<file path="src/hdl/dtpt_pkg.sv">
// Shared types and constants for the debounced threshold period timer.
`timescale 1ns / 1ps

package dtpt_pkg;

    // Field widths
    localparam int unsigned SAMPLE_W = 12;
    localparam int unsigned HITS_W   = 8;
    localparam int unsigned PERIOD_W = 16;
    localparam int unsigned PHASE_W  = 3;

    // Stream word widths (whole bytes)
    localparam int unsigned S_DATA_W = 16;
    localparam int unsigned M_DATA_W = 24;

    // Configuration port widths
    localparam int unsigned ADDR_W = 3;
    localparam int unsigned DATA_W = 32;

    // Register indexes (paddr[2])
    localparam logic REG_THRESHOLD   = 1'b0;
    localparam logic REG_HITS_NEEDED = 1'b1;

    // Register reset values
    localparam logic [SAMPLE_W-1:0] THRESHOLD_RST   = 12'h200;
    localparam logic [HITS_W-1:0]   HITS_NEEDED_RST = 8'd5;

    // Hit counter saturation value
    localparam logic [HITS_W-1:0] HITS_MAX = {HITS_W{1'b1}};

    // Input word kinds
    localparam logic OP_TICK   = 1'b0;
    localparam logic OP_SAMPLE = 1'b1;

    // Phase codes
    localparam logic [PHASE_W-1:0] PH_WAIT_LOW  = 3'd0;
    localparam logic [PHASE_W-1:0] PH_DEB_LOW   = 3'd1;
    localparam logic [PHASE_W-1:0] PH_FALL_DONE = 3'd2;
    localparam logic [PHASE_W-1:0] PH_WAIT_HIGH = 3'd3;
    localparam logic [PHASE_W-1:0] PH_DEB_HIGH  = 3'd4;
    localparam logic [PHASE_W-1:0] PH_RISE_DONE = 3'd5;

    // One result word
    typedef struct packed {
        logic                period_valid;
        logic [PERIOD_W-1:0] period;
        logic                indicator;
    } result_t;

endpackage

</file>
<file path="src/hdl/debounced_threshold_period_timer.sv">
// Top level of the debounced threshold period timer.
`timescale 1ns / 1ps
//
//  Channel  Direction  Payload
//  s_       in         tuser: opcode; tdata: sample
//  m_       out        tuser: period_valid; tdata: period, indicator
//  APB      in/out     threshold at 0x0, hits needed at 0x4
//
//  The state update and the result for a word are formed by one compare and
//  one small counter step between the state registers and the result
//  register. A word is accepted every cycle while the skid register is
//  empty; a stalled result moves into the skid register and s_tready drops
//  for as long as it is occupied. Reset is synchronous and active low.

module debounced_threshold_period_timer (
    input  logic                           aclk,
    input  logic                           aresetn,
    // Input stream
    input  logic                           s_tvalid,
    output logic                           s_tready,
    input  logic [dtpt_pkg::S_DATA_W-1:0]  s_tdata,   // [11:0] sample, [15:12] zero
    input  logic                           s_tuser,   // [0] opcode
    // Result stream
    output logic                           m_tvalid,
    input  logic                           m_tready,
    output logic [dtpt_pkg::M_DATA_W-1:0]  m_tdata,   // [15:0] period, [16] indicator,
                                                      // [23:17] zero
    output logic                           m_tuser,   // [0] period_valid
    // Configuration port
    input  logic                           psel,
    input  logic                           penable,
    input  logic                           pwrite,
    input  logic [dtpt_pkg::ADDR_W-1:0]    paddr,
    input  logic [dtpt_pkg::DATA_W-1:0]    pwdata,
    output logic [dtpt_pkg::DATA_W-1:0]    prdata,
    output logic                           pready
);
    import dtpt_pkg::*;

    // Configuration registers
    logic [SAMPLE_W-1:0] threshold_reg;
    logic [HITS_W-1:0]   hits_needed_reg;

    // Machine state
    logic [PHASE_W-1:0]  phase_reg, phase_next;
    logic [HITS_W-1:0]   low_hits_reg, low_hits_next;
    logic [HITS_W-1:0]   high_hits_reg, high_hits_next;
    logic [PERIOD_W-1:0] tick_count_reg, tick_count_next;
    logic                indicator_reg, indicator_next;

    // Output and skid registers
    logic    out_valid_reg, out_valid_next;
    result_t out_data_reg, out_data_next;
    logic    skid_valid_reg, skid_valid_next;
    result_t skid_data_reg, skid_data_next;

    logic                s_accept;
    logic                out_free;
    logic                cfg_write;
    logic                is_low;
    logic [SAMPLE_W-1:0] sample;
    logic [HITS_W-1:0]   low_bump;
    logic [HITS_W-1:0]   high_bump;
    result_t             result;

    assign s_tready  = !skid_valid_reg;
    assign s_accept  = s_tvalid && s_tready;
    assign out_free  = !out_valid_reg || m_tready;
    assign cfg_write = psel && penable && pwrite && pready;
    assign pready    = 1'b1;

    // Register read-back
    always_comb begin
        unique case (paddr[2])
            REG_THRESHOLD:   prdata = DATA_W'(threshold_reg);
            REG_HITS_NEEDED: prdata = DATA_W'(hits_needed_reg);
            default:         prdata = '0;
        endcase
    end

    // Write configuration registers
    always_ff @(posedge aclk) begin
        if (!aresetn) begin
            threshold_reg   <= THRESHOLD_RST;
            hits_needed_reg <= HITS_NEEDED_RST;
        end else if (cfg_write) begin
            if (paddr[2] == REG_THRESHOLD) begin
                threshold_reg <= pwdata[SAMPLE_W-1:0];
            end else begin
                hits_needed_reg <= pwdata[HITS_W-1:0];
            end
        end
    end

    // Classify the sample and form saturating hit increments
    assign sample    = s_tdata[SAMPLE_W-1:0];
    assign is_low    = sample < threshold_reg;
    assign low_bump  = (low_hits_reg == HITS_MAX) ? HITS_MAX : low_hits_reg + 1'b1;
    assign high_bump = (high_hits_reg == HITS_MAX) ? HITS_MAX : high_hits_reg + 1'b1;

    // Advance the phase machine for one word
    always_comb begin
        phase_next      = phase_reg;
        low_hits_next   = low_hits_reg;
        high_hits_next  = high_hits_reg;
        tick_count_next = tick_count_reg;
        indicator_next  = indicator_reg;
        result.period_valid = 1'b0;
        result.period       = '0;

        if (s_tuser == OP_TICK) begin
            tick_count_next = tick_count_reg + 1'b1;
        end else begin
            unique case (phase_reg)
                PH_WAIT_LOW: begin
                    if (is_low) begin
                        phase_next     = PH_DEB_LOW;
                        low_hits_next  = HITS_W'(1);
                        high_hits_next = '0;
                    end
                end
                PH_DEB_LOW: begin
                    if (is_low) begin
                        low_hits_next = low_bump;
                        if (low_bump >= hits_needed_reg) begin
                            phase_next = PH_FALL_DONE;
                        end
                    end else begin
                        low_hits_next = '0;
                    end
                end
                PH_FALL_DONE: begin
                    result.period_valid = 1'b1;
                    result.period       = tick_count_reg;
                    tick_count_next     = '0;
                    indicator_next      = 1'b1;
                    phase_next          = PH_WAIT_HIGH;
                end
                PH_WAIT_HIGH: begin
                    if (!is_low) begin
                        phase_next     = PH_DEB_HIGH;
                        low_hits_next  = '0;
                        high_hits_next = HITS_W'(1);
                    end
                end
                PH_DEB_HIGH: begin
                    if (!is_low) begin
                        high_hits_next = high_bump;
                        if (high_bump >= hits_needed_reg) begin
                            phase_next = PH_RISE_DONE;
                        end
                    end else begin
                        high_hits_next = '0;
                    end
                end
                PH_RISE_DONE: begin
                    indicator_next = 1'b0;
                    phase_next     = PH_WAIT_LOW;
                end
                default: begin
                    phase_next = PH_WAIT_LOW;
                end
            endcase
        end
        result.indicator = indicator_next;
    end

    // Commit state on each accepted word
    always_ff @(posedge aclk) begin
        if (!aresetn) begin
            phase_reg      <= PH_WAIT_LOW;
            low_hits_reg   <= '0;
            high_hits_reg  <= '0;
            tick_count_reg <= '0;
            indicator_reg  <= 1'b0;
        end else if (s_accept) begin
            phase_reg      <= phase_next;
            low_hits_reg   <= low_hits_next;
            high_hits_reg  <= high_hits_next;
            tick_count_reg <= tick_count_next;
            indicator_reg  <= indicator_next;
        end
    end

    // Route results through the output and skid registers
    always_comb begin
        out_valid_next  = out_valid_reg;
        out_data_next   = out_data_reg;
        skid_valid_next = skid_valid_reg;
        skid_data_next  = skid_data_reg;

        if (skid_valid_reg) begin
            if (out_free) begin
                out_valid_next  = 1'b1;
                out_data_next   = skid_data_reg;
                skid_valid_next = 1'b0;
            end
        end else if (s_accept) begin
            if (out_free) begin
                out_valid_next = 1'b1;
                out_data_next  = result;
            end else begin
                skid_valid_next = 1'b1;
                skid_data_next  = result;
            end
        end else if (out_free) begin
            out_valid_next = 1'b0;
        end
    end

    always_ff @(posedge aclk) begin
        if (!aresetn) begin
            out_valid_reg  <= 1'b0;
            skid_valid_reg <= 1'b0;
        end else begin
            out_valid_reg  <= out_valid_next;
            skid_valid_reg <= skid_valid_next;
        end
    end

    // Payload registers carry no reset
    always_ff @(posedge aclk) begin
        out_data_reg  <= out_data_next;
        skid_data_reg <= skid_data_next;
    end

    assign m_tvalid = out_valid_reg;
    assign m_tuser  = out_data_reg.period_valid;
    assign m_tdata  = {{(M_DATA_W - PERIOD_W - 1){1'b0}},
                       out_data_reg.indicator, out_data_reg.period};

endmodule

</file>
<file path="config.mk">
export PLATFORM = sky130hd
export DESIGN_NAME = debounced_threshold_period_timer
export DESIGN_NICKNAME = d
export VERILOG_FILES = /design/src/hdl/dtpt_pkg.sv /design/src/hdl/debounced_threshold_period_timer.sv
export SDC_FILE = /design/constraint.sdc
export NUM_CORES = 1
export LEC_CHECK = 0
export BUFFER_PORTS_ARGS = -buffer_cell sky130_fd_sc_hd__buf_2
export CAP_MARGIN = 20
export CORE_MARGIN = 3
export CORE_UTILIZATION = 54
export DETAILED_ROUTE_END_ITERATION = 10
export PLACE_DENSITY = 0.85
export SLEW_MARGIN = 20
export SYNTH_ARGS = -nofsm -noshare
export SYNTH_HDL_FRONTEND = slang
export SYNTH_SLANG_ARGS = --single-unit
</file>
<file path="constraint.sdc">
create_clock -name aclk -period 3.6 [get_ports aclk]
set_input_delay 0.72 -clock aclk [delete_from_list [all_inputs] [get_ports aclk]]
set_output_delay 0.72 -clock aclk [all_outputs]
set_load 0.02 [all_outputs]
</file>
* Word-level counts from Yosys, hierarchy flattened
Index checks and enable logic that the tools add are counted.
** Operators by class
- Add/sub/neg operators :: 3
- Magnitude comparators :: 3
- Eq/ne operators :: 14
- Mux-type cells :: 35
- Bitwise logic cells :: 3
- Reduce and logical (&&, ||, !) cells :: 19
** Operators with widths (count)
- $mux 18 :: 4
- $mux 8 :: 8
- $pmux 32 s2 :: 1
- $pmux 8 s3 :: 2
- $mux 17 :: 2
- $mux 16 :: 2
- $mux 3 :: 6
- $add 16x1->16 const B :: 1
- $add 8x1->8 const B :: 2
- $eq 8x8->1 const B :: 2
- $ge 8x8->1 :: 2
- $pmux 3 s5 :: 1
- $lt 12x12->1 :: 1
- $ne 2x2->1 const B :: 6
- $reduce_and 5->1 :: 2
- $reduce_bool 3->1 :: 3
- $mux 1 :: 8
- $reduce_and 2->1 :: 4
- $reduce_and 8->1 :: 1
- $eq 3x2->1 const B :: 2
- $eq 3x3->1 const B :: 2
- $eq 3x1->1 const B :: 1
- $logic_and 1x1->1 :: 3
- $logic_not 3->1 :: 1
- other kinds (7) :: 10
** Word-level totals
- Register bits after elaboration :: 94
- Bits of input ports :: 59
- Output and inout bits :: 60
- Logic and storage cells :: 92

* Depth between registers and ports, before layout
Gate-level depths: netlist of run 1.
- Depth in word-level cells :: 6
- Depth in mapped cells :: 12
- Depth with buffers taken out :: 12

* Least setup slack after synthesis of run 1
OpenSTA, ideal clock, no wires.
- Kind :: register -> register
- Start :: register low_hits_reg[2]
- End :: register phase_reg[0]
- Library setup time :: 0.131 ns
- Arrival time :: 2.498 ns
- Data required time :: 3.469 ns
- Slack :: 0.971 ns
- Cell stages (with the launch flop) :: 11
- Path buffers :: 0
- Period minus slack after synthesis :: 2.629 ns
- Cell sequence :: dfxtp_1 > nand3_1 > nor2_1 > and3_1 > mux2_2 > ha_1 > a2111o_1 > a211oi_1 > nor3_1 > a2111oi_0 > nand3_1
** On the way
- Word-level cells in the longest chain between the ends :: 5
- Elaborated cells on any way between the ends :: 6
- Classes of those cells :: add/sub: 1; order compare: 1; eq/ne: 2; mux: 1; reduce/logical: 1
** RTL lines
- from (decl) :: RTL line debounced_threshold_period_timer.sv:46 : logic [HITS_W-1:0] low_hits_reg, low_hits_next;
- from (signal assigned) :: RTL line debounced_threshold_period_timer.sv:178 : low_hits_reg <= low_hits_next;
- $add 8x1->8 or $eq 8x8->1 (tied branches) :: RTL line debounced_threshold_period_timer.sv:98 : assign low_bump = (low_hits_reg == HITS_MAX) ? HITS_MAX : low_hits_reg + 1'b1;
- $mux 8 (*) :: RTL line debounced_threshold_period_timer.sv:98
- $ge 8x8->1 (*) :: RTL line debounced_threshold_period_timer.sv:125 : if (low_bump >= hits_needed_reg) begin
- $ne 2x2->1 (no source line) (*)
- $reduce_and 8->1 (no source line) (*)
- to (signal assigned) :: RTL line debounced_threshold_period_timer.sv:177 : phase_reg <= phase_next;
- to (decl) :: RTL line debounced_threshold_period_timer.sv:45 : logic [PHASE_W-1:0] phase_reg, phase_next;
Every way passes the cells marked *; elsewhere a longest branch is shown, timed or not.
A chain may end at the register's enable or synchronous reset.

* Worst setup path after layout of run 1
- Start :: register low_hits_reg[0]
- End :: register phase_reg[0]
Same word-level chain as after synthesis.

==> results of run 1 <==
==> area by class of cell <==
type                       instances  area, um^2  share of cell area, %
timing repair buffer              66         335                   5.91
clock buffer                       9         124                   2.18
inverter                          25        93.8                   1.66
multi-input combinational        422        2640                   46.5
tap                              129         161                   2.85
clock inverter                     7        77.6                   1.37
sequential                        94        2240                   39.5
==> routing by layer <==
metal  wire (um)  vias to the layer above
met2        5340                      150
met5           0                        -
met3         575                       27
li1            -                     2037
met1        4510                     1946
met4         270                        0
==> how the worst min path moves through the flow <==
stage	from	to	slack, ps	depth (start not counted)
2_1_floorplan	threshold_reg[10]	threshold_reg[10]	440	2
3_3_place_gp	threshold_reg[7]	threshold_reg[7]	440	2
3_5_place_dp	threshold_reg[3]	threshold_reg[3]	450	2
4_1_cts	threshold_reg[3]	threshold_reg[3]	470	2
5_1_grt	threshold_reg[3]	threshold_reg[3]	490	2
6_report	threshold_reg[3]	threshold_reg[3]	460	2
==> tightest hold or removal path: stages, from the launching register on <==
cell     delay (ps)
dfxtp_1         330
nand2_1          50
a21oi_1          50
==> placed cells by master, fill, tap and decap left out, types with 2 or more instances in the layout <==
| cell | count |
|---|---|
| nand2_1 | 88 |
| buf_2 | 64 |
| dfxtp_1 | 58 |
| a21oi_1 | 37 |
| edfxtp_1 | 36 |
| nor2_1 | 32 |
| ha_1 | 30 |
| conb_1 | 28 |
| o21ai_0 | 26 |
| inv_1 | 23 |
| nand3_1 | 21 |
| mux2_2 | 21 |
| nand4_1 | 18 |
| and2_1 | 16 |
| and3_1 | 13 |
| xor2_1 | 13 |
| nand2b_1 | 9 |
| clkbuf_8 | 9 |
| mux2i_1 | 8 |
| nor3_1 | 7 |
| a21o_1 | 6 |
| or3_1 | 6 |
| xnor2_1 | 4 |
| a211oi_1 | 4 |
| a31oi_1 | 3 |
| nor2b_1 | 3 |
| o211ai_1 | 3 |
| inv_6 | 3 |
| o21a_1 | 2 |
| a21oi_4 | 2 |
| nor3b_1 | 2 |
| a2111oi_0 | 2 |
| clkinv_8 | 2 |
| buf_4 | 2 |
==> power by group <==
group | internal [mW] | switching (mW)
registers | 1.13 | 0.0167
logic | 0.0742 | 0.163
clock network | 0.275 | 0.423
total | 1.48 | 0.603
==> metrics by stage <==
step	power, mW	utilization, %	area, um^2
after global placement	1.39	58.9	5470
after floorplan	1.36	-	5270
final	2.08	61.1	5670
after CTS	2.08	61.1	5670
after detailed placement	1.40	58.9	5470
after global routing	2.15	61.1	5670
==> cells by family (layout without fill, tap and decap cells) <==
logic type / count (synthesis) / count (layout) / synth area share (%)
DFF: 94 / 94 / 43.4
buffers and inverters: 71 / 107 / 7.51
and+or+nand+nor: 223 / 223 / 21.4
adders and majority gates: 30 / 30 / 7.26
muxes: 29 / 29 / 6.13
other: 2 / 28 / 0.145
xor gates and xnor gates: 17 / 17 / 2.88
AOI/OAI and AO/OA: 95 / 95 / 11.3
==> flow_summary.toml, run 1 <==
[synth]
yosysSeqAreaShare_pct = 43.4
ys_top_cells_by_count = "88 x nand2_1, 58 x dfxtp_1, 37 x a21oi_1"
avgSynthCellArea_um2 = 9.21
synth.largest_area_cell = "dfxtp_1"
ys_types = 54
ys_seq_elements = 94
synth_area_um2 = 5170
yosys_warnings = 0
synth.top_cells.by_area = "dfxtp_1 22%, edfxtp_1 21%, ha_1 7.3%, nand2_1 6.4%, mux2_2 4.6%"
synthArstFlopShare_pct = 0
synth_ff_type = "dfxtp_1"
yosys.area.top_type_share_pct = 22.5
yosysMostFrequentCell = "nand2_1"
synth_edf_count = 36
syn-instance-count = 561

[detailed_routing]
drtIter0Drc = 350
vias = 4160
vias_per_cell = 5.53
remaining_drc_errors = 0
finalWirelength_um = 10700
wl_per_cell_um = 14.2
drtAntennaViolNets = 0
dr.pass1.iters = 5

[setup_path]
r2r_cells = 11
crit_buf_inv = 1
rrSetupSlack_ps = 410
critical_path.max_fanout = 4
cp.arrival_ps = 3450
critical_path_depth = 11
cp-startpoint = "low_hits_reg[0]"
rr_endpoint = "phase_reg[0]"
start_kind = "register"
r2r-start = "low_hits_reg[0]"
crit_chain = "ha_1 > nand3_1 > o31ai_1 > inv_1 > ha_1 > nor3b_1 > o21ai_0 > a211oi_1 > nor3_1 > a2111oi_0 > nand3_1"
cp_top_family = "compound AO/OA/AOI/OAI gates"
required_ps = 3860
crit_path_max_incr_delay_ps = 450
crit_type = "reg2reg"
crit_end = "phase_reg[0]"
crit_slowest_cell = "a2111oi_0"
critPathCaptureType = "register"

[global_routing]
busiest_layer = "met2"
grt_use_met2_pct = 35.0
grtUsageMet1_pct = 23.4
grt_overflow_total = 0
antenna_found_initial = 0
met3_usage_pct = 3.86
grt_max_degree = 29
grt_pass1_wl_um = 17700
track_usage_pct = 19.7
grt_pass1_vias = 3922

[timing]
fin_skew_ps = 15.9
drv_slew = 0
tightest_slew_ps = 965
period_needed_ps = 3190
post-route-period-util_pct = 88.6
fin_hold_ws_ps = 464
rsz0062_at_grt = "no"
setup_violations = 0
hold_viol = 0
fin_ws_ps = 411
slew_headroom_pct = 35.2
fmax_ghz = 0.314
timing.setup.tns_ps = 0

[min_path]
worstHoldPathType = "reg2reg"

[layout]
drive_gt1_share_pct = 17.7
largest_register_ff_count = 18
fillers = 809
final_cells = 752
area_growth_pct = 9.71
final_nets = 707
antennaDiodeCount = 0

[die]
die_x_um = 104
start_util_pct = 55.7
dieArea_um2 = 10800
die_h_um = 104
row_count = 35
io_pins = 119
core_um2 = 9280

[power_and_ir_drop]
p_per_area_nw_per_um2 = 367
ir_drop_v = 0.000195
p_leak_nw = 2.38

[outcome]
status = "finished clean"

[cts]
cts_resized = 0
cts_setup_buffers = 0
root_buffer = "clkbuf_8"
cts_hold_buffers = 0
cts_tree = "built"
clock_latency_ps = 380
cts_buffer_depth = 2
cts_htree_levels = 3
path_clk_slew_ps = 100
cts_made_buffers = 9
clkSinkCount = 94

[place]
io_buffers = 64
gp_congestion = 0.898
dpl_worst_slack_ps = 654
dpl.cell_count = 736
hpwlAfterDp_um = 7800

[job]
cap_viol_max_count = 0
No activity file was read; power rests on OpenSTA's default activity.
==> run 2, diff against run 1 <==
- ABC_AREA: not set -> 1
- CORE_UTILIZATION: 54 -> 55
- GPL_TIMING_DRIVEN: not set -> 0
- PLACE_DENSITY: 0.85 -> not set
- PLACE_DENSITY_LB_ADDON: not set -> 0.3
==> run 2 against run 1 <==
Sequential cell count stayed put. Wire length up 3.3%. Via count rose by 12%. Utilization grew 4.5 points. Count of clock-buffer cells in the layout stayed put. Synthesized area increased by 3.7%. Register-to-register slack improved by 330 ps. Critical path depth up 11. Sequential share of layout area down 3.1 points. Clock skew down 5.0 ps. Clock power shrank 1%. Highest routed layer unchanged.
==> flow_summary.toml, run 2 <==
[synth]
ys_seq_elements = 94
yosys.area.top_type_share_pct = 21.7
synth_ff_type = "dfxtp_1"
synth_edf_count = 36
yosysMostFrequentCell = "nand2_1"
ys_top_cells_by_count = "195 x nand2_1, 95 x nor2_1, 88 x inv_1"
avgSynthCellArea_um2 = 7.41
yosysSeqAreaShare_pct = 41.8
synth.largest_area_cell = "dfxtp_1"
syn-instance-count = 723
yosys_warnings = 0
synthArstFlopShare_pct = 0
synth_area_um2 = 5360
synth.top_cells.by_area = "dfxtp_1 22%, edfxtp_1 20%, nand2_1 14%, ha_1 7.0%, nor2_1 6.7%"
ys_types = 37

[detailed_routing]
vias = 4659
drtAntennaViolNets = 0
remaining_drc_errors = 0
finalWirelength_um = 11100
dr.pass1.iters = 5
drtIter0Drc = 232
wl_per_cell_um = 11.5
vias_per_cell = 4.86

[timing]
fmax_ghz = 0.350
fin_skew_ps = 10.8
timing.setup.tns_ps = 0
slew_headroom_pct = 46.6
period_needed_ps = 2860
hold_viol = 0
rsz0062_at_grt = "no"
post-route-period-util_pct = 79.4
drv_slew = 0
tightest_slew_ps = 801
setup_violations = 0

[place]
gp_congestion = 0.912
hpwlAfterDp_um = 8730
io_buffers = 64
placed_area_um2 = 5940

[layout]
drive_gt1_share_pct = 18.5
fillers = 843
final_cell_mix = "195 x nand2_1, 93 x nor2_1, 88 x inv_1"
final_common_cell = "nand2_1"
area_growth_pct = 14.6
final_nets = 913
regArea_um2 = 2240
antennaDiodeCount = 0
largest_register_ff_count = 18
postLayoutCellArea_um2 = 6140
multiInputGateArea_um2 = 2560

[job]
cap_viol_max_count = 0

[die]
row_count = 35
core_um2 = 9370
dieArea_um2 = 11000
die_h_um = 105
start_util_pct = 57.2
die_x_um = 105
io_pins = 119

[cts]
cts_htree_levels = 3
clkSinkCount = 94
root_buffer = "clkbuf_8"
cts_made_buffers = 9
cts_tree = "built"
clock_latency_ps = 370
cts_buffer_depth = 2
cts_hold_buffers = 0
cts_resized = 0
path_clk_slew_ps = 100
cts_setup_buffers = 0

[setup_path]
critical_path.max_fanout = 7
required_ps = 3870
critPathCaptureType = "register"
crit_type = "reg2reg"
r2r_cells = 22
start_kind = "register"
cp.arrival_ps = 3130

[global_routing]
track_usage_pct = 20.5
grt_max_degree = 20
antenna_found_initial = 0
grt_overflow_total = 0
grt_pass1_vias = 4290
grt_pass1_wl_um = 18700

[power_and_ir_drop]
p_leak_nw = 2.99
ir_drop_v = 0.000241
p_per_area_nw_per_um2 = 379

[min_path]
hold_depth = 2
worstHoldPathType = "reg2reg"

[outcome]
status = "finished clean"
[run 2: worst paths after layout]
path | start | end | slack [ps]
worst max register to register | high_hits_reg[0] | phase_reg[2] | 740
worst min register to register | indicator_reg | indicator_reg | 480
worst max-delay path | high_hits_reg[0] | phase_reg[2] | 740
worst min-delay path | indicator_reg | indicator_reg | 480
[run 2: kinds of logic after synthesis]
group           synth area share, %
other cells                   0.140
simple gates                   29.3
flops                          41.8
buf+inv                        12.3
xor+xnor                      0.163
fa+ha+maj                      7.00
compound gates                 9.27
[run 2: power by group]
group          switching, mW  total [mW]  internal [mW]  leakage [nW]
clock network          0.415       0.690          0.275         0.102
logic                  0.293       0.460          0.167          2.06
registers             0.0317        1.18           1.15         0.823
[run 2: stage by stage]
stage,hold slack [ps],power (mW),util (%),worst slack (ps),cells
global route,498,2.46,65.6,439,958
CTS,477,2.34,65.6,775,958
global placement,457,1.64,63.4,950,942
detailed placement,464,1.66,63.4,802,942
finish,477,2.33,65.6,743,958
floorplan,448,1.55,-,1250,749
[run 2: cell type report]
cell class / instances / area share (%)
timing repair buffer: 64 / 5.21
inverter: 96 / 5.87
clock inverter: 7 / 1.24
multi-input combinational: 514 / 41.7
tap: 129 / 2.63
sequential: 94 / 36.5
buffer: 45 / 4.83
clock buffer: 9 / 2.02
[run 2: critical path: stages (launching register included)]
cell and delay, ps:
dfxtp_1 440, ha_1 210, nand2_1 60, inv_1 70, nand2_1 80, nor2_2 160
nand4_1 290, nand2_1 180, inv_1 60, ha_1 260, nand2_1 50, nor2_1 80
nor2_1 50, nand2_1 60, nand2_1 40, nand2_1 50, nand2_1 50, inv_1 50
nand2_1 80, nor2_1 270, nand2_1 90, nand2_1 60, nor2_1 40
[run 2: metal layers]
metal / wire, um / track usage (%) / up-vias
met5: 0 / 0 / -
met4: 184 / 6.19 / 0
met3: 470 / 4.14 / 16
met2: 5540 / 36.7 / 108
met1: 4860 / 24.9 / 2089
li1: - / - / 2446
